## src/design/tmcw_pkg.sv

```systemverilog
// shared types, constants and codes of the text mode console writer
package tmcw_pkg;

   localparam int SCREEN_COLS = 80;
   localparam int SCREEN_ROWS = 25;
   localparam int TAB_STOP    = 8;
   localparam int CELL_COUNT  = SCREEN_ROWS * SCREEN_COLS;

   localparam int ROW_W  = 5;
   localparam int COL_W  = 7;
   localparam int CHAR_W = 8;
   localparam int ADDR_W = $clog2(CELL_COUNT);

   typedef logic [ROW_W-1:0]  row_type;
   typedef logic [COL_W-1:0]  col_type;
   typedef logic [CHAR_W-1:0] char_type;
   typedef logic [ADDR_W-1:0] addr_type;

   localparam row_type  ROW_LAST   = ROW_W'(SCREEN_ROWS - 1);
   localparam col_type  COL_LAST   = COL_W'(SCREEN_COLS - 1);
   localparam char_type SPACE_CHAR = 8'h20;
   localparam char_type BYTE_CR    = 8'h0D;
   localparam char_type BYTE_LF    = 8'h0A;
   localparam char_type BYTE_BS    = 8'h08;
   localparam char_type BYTE_TAB   = 8'h09;
   localparam char_type BYTE_CLEAR = 8'h1A;

   localparam logic KIND_WRITE = 1'b0;
   localparam logic KIND_READ  = 1'b1;

   typedef enum logic [2:0] {
      BC_CR, BC_LF, BC_BS, BC_TAB, BC_CLEAR, BC_CHAR
   } byte_class_type;

   typedef enum logic [2:0] {
      CUR_HOLD, CUR_CR, CUR_BS, CUR_LF, CUR_ADV, CUR_HOME
   } cur_op_type;

   typedef enum logic [2:0] {
      MEM_NONE, MEM_READ, MEM_STORE, MEM_CLEAR, MEM_BLANK
   } mem_op_type;

   typedef enum logic [2:0] {
      ST_INIT, ST_IDLE, ST_EXEC, ST_TAB, ST_CLEAR, ST_BLANK, ST_RESP
   } state_type;

   typedef struct packed {
      logic       load_item;
      logic       rsp_load;
      logic       store_space;
      cur_op_type cur_op;
      mem_op_type mem_op;
   } cmd_type;

   typedef struct packed {
      logic           kind;
      byte_class_type byte_class;
      logic           col_aligned;
      logic           adv_aligned;
      logic           adv_scroll;
      logic           lf_scroll;
      logic           clear_last;
      logic           blank_last;
      logic           rsp_free;
   } status_type;

endpackage

```

## src/design/tmcw_ctrl.sv

```systemverilog
// sequencing state machine of the text mode console writer
module tmcw_ctrl (
   input  logic                clock,
   input  logic                reset,
   input  logic                req_fire,
   input  tmcw_pkg::status_type status,
   output tmcw_pkg::cmd_type    cmd,
   output logic                idle
);
   import tmcw_pkg::*;

   state_type state_ff;
   state_type state_in;

   always_ff @(posedge clock) begin
      if (reset) begin
         state_ff <= ST_INIT;
      end else begin
         state_ff <= state_in;
      end
   end

   always_comb begin
      state_in        = state_ff;
      cmd.load_item   = 1'b0;
      cmd.rsp_load    = 1'b0;
      cmd.store_space = 1'b0;
      cmd.cur_op      = CUR_HOLD;
      cmd.mem_op      = MEM_NONE;
      idle            = 1'b0;
      unique case (state_ff)
         ST_INIT: begin
            cmd.mem_op = MEM_CLEAR;
            if (status.clear_last) begin
               cmd.cur_op = CUR_HOME;
               state_in   = ST_IDLE;
            end
         end
         ST_IDLE: begin
            idle = 1'b1;
            if (req_fire) begin
               cmd.load_item = 1'b1;
               state_in      = ST_EXEC;
            end
         end
         ST_EXEC: begin
            if (status.kind == KIND_READ) begin
               cmd.mem_op = MEM_READ;
               state_in   = ST_RESP;
            end else begin
               unique case (status.byte_class)
                  BC_CR: begin
                     cmd.cur_op = CUR_CR;
                     state_in   = ST_RESP;
                  end
                  BC_BS: begin
                     cmd.cur_op = CUR_BS;
                     state_in   = ST_RESP;
                  end
                  BC_LF: begin
                     cmd.cur_op = CUR_LF;
                     state_in   = status.lf_scroll ? ST_BLANK : ST_RESP;
                  end
                  BC_TAB: begin
                     state_in = status.col_aligned ? ST_RESP : ST_TAB;
                  end
                  BC_CLEAR: begin
                     state_in = ST_CLEAR;
                  end
                  default: begin
                     cmd.mem_op = MEM_STORE;
                     cmd.cur_op = CUR_ADV;
                     state_in   = status.adv_scroll ? ST_BLANK : ST_RESP;
                  end
               endcase
            end
         end
         ST_TAB: begin
            // one padding space per cycle, a line wrap ends the tab
            cmd.mem_op      = MEM_STORE;
            cmd.store_space = 1'b1;
            cmd.cur_op      = CUR_ADV;
            if (status.adv_aligned) begin
               state_in = status.adv_scroll ? ST_BLANK : ST_RESP;
            end
         end
         ST_CLEAR: begin
            cmd.mem_op = MEM_CLEAR;
            if (status.clear_last) begin
               cmd.cur_op = CUR_HOME;
               state_in   = ST_RESP;
            end
         end
         ST_BLANK: begin
            cmd.mem_op = MEM_BLANK;
            if (status.blank_last) begin
               state_in = ST_RESP;
            end
         end
         ST_RESP: begin
            if (status.rsp_free) begin
               cmd.rsp_load = 1'b1;
               state_in     = ST_IDLE;
            end
         end
         default: begin
            state_in = ST_INIT;
         end
      endcase
   end

endmodule

```

## config.mk

```make
export PLATFORM = sky130hd
export DESIGN_NAME = tmcw_ctrl
export DESIGN_NICKNAME = d
export VERILOG_FILES = /design/src/design/tmcw_pkg.sv /design/src/design/tmcw_ctrl.sv
export SDC_FILE = /design/constraint.sdc
export NUM_CORES = 1
export LEC_CHECK = 0
export BUFFER_PORTS_ARGS = -buffer_cell sky130_fd_sc_hd__buf_2
export CORE_MARGIN = 10
export CORE_UTILIZATION = 30
export CTS_CLUSTER_DIAMETER = 150
export DETAILED_ROUTE_END_ITERATION = 16
export PLACE_DENSITY = 0.65
export SYNTH_ARGS = -nofsm -noshare
export SYNTH_HDL_FRONTEND = slang
export SYNTH_SLANG_ARGS = --single-unit
```

## constraint.sdc

```tcl
create_clock -name clock -period 1.1 [get_ports clock]
set_input_delay 0.11 -clock clock [delete_from_list [all_inputs] [get_ports clock]]
set_output_delay 0.11 -clock clock [all_outputs]
set_load 0.02 [all_outputs]
```

==> results.py <==
metrics = {
    "place": {
        "io_buffer_count": 23,
        "dp_cells": 119,
        "routabilityCongestion": 0.770,
        "post-dp-hpwl_mm": 1.32,
    },
    "sta": {
        "post-route-period-util": 1.22,
        "relSlewSlack": 0.811,
        "fin_crit_ns": 1.34,
        "fin_ws_ns": -0.243,
        "setup_viol": 13,
        "report.final.slew_viol_count": 0,
        "hold_ws_ns": 0.0570,
        "worstMarginPinSlew_ns": 0.281,
        "fin_skew_ns": 0.00137,
        "hold_viol": 0,
        "rsz0062_at_grt": "true",
        "max_freq_ghz": 0.745,
    },
    "logic_synthesis": {
        "yosys-top-cells-area": "dfxtp_1 (13%), o21ai_0 (7.7%), nor2b_1 (6.9%), nor3_1 (5.5%), nor2_1 (5.0%)",
        "synth.distinct_cells": 31,
        "synth-simple-area-share": 0.318,
        "synth_most_common_cell": "o21ai_0",
        "synthCells": 68,
        "syn_area_per_cell_sq_um": 6.66,
        "syn_nets": 82,
        "synth_top_area_cell": "dfxtp_1",
        "yosys.area.top_type_share": 0.133,
        "muxShareOfSynthArea": 0.0221,
        "synth-seq-cells": 3,
        "yosys_warnings": 0,
        "ys.flop_type": "dfxtp_1",
        "synth_edf_count": 0,
        "synthArstFlopShare": 0,
        "synth_compound_area_frac": 0.401,
        "synthAdderAreaFrac": 0,
        "synth-xor-area-share": 0.0193,
        "synthTopCellsByCount": "o21ai_0 (7), nor2_1 (6)",
        "synth_top_family_by_area": "compound AO/OA/AOI/OAI gates",
        "syn-cell-area_sq_um": 453,
        "yosysSeqAreaShare": 0.133,
    },
    "worst_setup_path": {
        "path_cells": "nor2b_4 -> nand2_2 -> o21a_1 -> nor2_4 -> buf_6",
        "worstPathRequired_ns": 0.99,
        "r2r_cells": 5,
        "worstPathMaxFanout": 7,
        "crit_path_end": "cmd[3]",
        "r2r-start": "state_ff[2]",
        "critPathMaxStageDelay_ns": 0.37,
        "slowest_stage": "dfxtp_4",
        "cp_data_arrival_time_ns": 1.23,
        "worstReg2RegEnd": "state_ff[0]",
        "cp-start-kind": "flop",
        "rrSetupSlack_ns": -0.08,
        "endpoint_kind": "primary output",
        "cp-startpoint": "state_ff[1]",
        "critPathKind": "flop to primary output",
    },
    "floorplan": {
        "rows": 13,
        "die_w_microns": 58.9,
        "die-height_microns": 58.9,
        "core_sq_mm": 0.00137,
        "design.die.area_sq_mm": 0.00346,
        "start_util": 0.332,
        "ios": 24,
    },
    "cells_and_area": {
        "drive_gt1_frac": 0.655,
        "area_growth_pct": 103,
        "finalNonFillerCells": 128,
        "reg.largest.list": "state_ff (3)",
        "layout.nets": 128,
        "n_antenna_cell": 0,
        "largest_register": "state_ff",
        "largest_reg_flops": 3,
    },
    "global_routing": {
        "grt_pass1_wl_mm": 3.03,
        "grt_remaining_overflow": 0,
        "grt_max_degree": 8,
        "antenna_found_initial": 0,
        "grt_usage": 0.105,
        "grt_pass1_vias": 685,
    },
    "power_and_ir_drop": {
        "pwr-share-clk": 0.089,
        "power.internal_uw": 1140,
        "pwr-share-seq": 0.130,
        "p_leak_uw": 0.000413,
        "p_switching_uw": 946,
        "switching_share": 0.453,
        "vdd_drop_max_v": 0.00114,
        "p_comb_frac": 0.781,
        "p_per_area_mw_per_mm2": 2270,
    },
    "clock_network": {
        "cts_made_buffers": 3,
        "cts_buffer_depth": 2,
        "cts_sinks": 3,
        "hold_buffers": 0,
        "clk_latency_ns": 0.23,
        "clk_pin_slew_ns": 0.04,
        "cts-root-buf": "clkbuf_4",
        "htree_levels": 1,
        "cts_tree": "done",
    },
    "drt": {
        "first_pass_iters": 4,
        "drt_iter0_drc": 7,
        "drt_wl_total_mm": 1.74,
        "vias": 653,
        "post-route-drc-count": 0,
        "routed_via_density": 5.10,
        "wl_per_cell_microns": 13.6,
        "drtAntennaViolNets": 0,
    },
    "min_path": {
        "hold_class": "input pin to flop",
    },
    "outcome": {
        "violations": "setup timing",
        "status": "finished, violations left",
    },
    "flow_run": {
        "maxCapViolations": 0,
    },
}
==> kinds of logic (layout without fill, tap and decap cells) <==
kind of cell / count (synthesis) / count (layout)
xor+xnor: 1 / 1
mux: 1 / 1
flops: 3 / 3
buf+inv: 10 / 55
compound gates: 25 / 25
simple gates: 28 / 28
==> worst min path at each step <==
stage,start,endpoint,cells after the start
final,reset,state_ff[2],2
after global routing,reset,state_ff[2],2
after CTS,reset,state_ff[2],2
after detailed placement,reset,state_ff[2],2
after global placement,reset,state_ff[2],2
after floorplan,reset,state_ff[2],1
==> critical path, delay by kind of cell, from the launching register on <==
kind	cells	cell delay, ns
flip-flops	1	0.37
AND/OR/NAND/NOR	3	0.32
AO/OA/AOI/OAI	1	0.21
buffers and inverters	1	0.11
==> layout by cell type, fill, tap and decap left out, types with 2 or more instances in the layout <==
cell / n
a21oi_1: 2
nor3_2: 2
buf_4: 25
buf_6: 5
nand2_1: 4
o21ai_1: 3
buf_2: 14
inv_2: 2
nor2_1: 5
a211oi_2: 2
inv_1: 2
dfxtp_4: 3
o21ai_0: 4
clkbuf_4: 3
a21oi_2: 2
nor3_4: 2
nor2b_1: 3
==> through the flow <==
step	util	setup TNS (ns)	setup WS, ns	area (sq um)	power (uW)
floorplan	-	-0.233	-0.0694	504	1030
global placement	0.535	-0.909	-0.182	731	1450
detailed placement	0.535	-1.11	-0.180	731	1460
CTS	0.651	-2.09	-0.267	890	2000
global route	0.673	-2.67	-0.293	920	2240
finish	0.673	-1.91	-0.243	920	2090
==> repair_timing <==
action,in CTS,in global routing
setup endpoints to repair,13,13
gates cloned,0,0
pin swaps,5,3
buffers inserted,4,1
resized for setup,34,9
==> cell type report <==
class                           count  area [sq um]
Tap cell                           15          18.8
Sequential cell                     3          71.3
Timing Repair Buffer               45           329
Inverter                            6          30.0
Fill cell                         122           447
Multi-Input combinational cell     55           444
Clock buffer                        4          26.3
==> layer usage <==
layer,part of all wire,GRT usage
met5,0,0
met2,0.48,0.174
met4,0,0.0295
met3,0.060,0.0343
met1,0.45,0.125
==> power by group through the flow <==
| stage | clock, uW | combinational (uW) | sequential [uW] |
|---|---|---|---|
| finish | 186 | 1630 | 271 |
| global route | 205 | 1760 | 281 |
| CTS | 198 | 1540 | 263 |
| detailed placement | 0 | 1220 | 239 |
| global placement | 0 | 1210 | 237 |
| floorplan | 0 | 840 | 188 |
No activity file was read; power rests on OpenSTA's default activity.
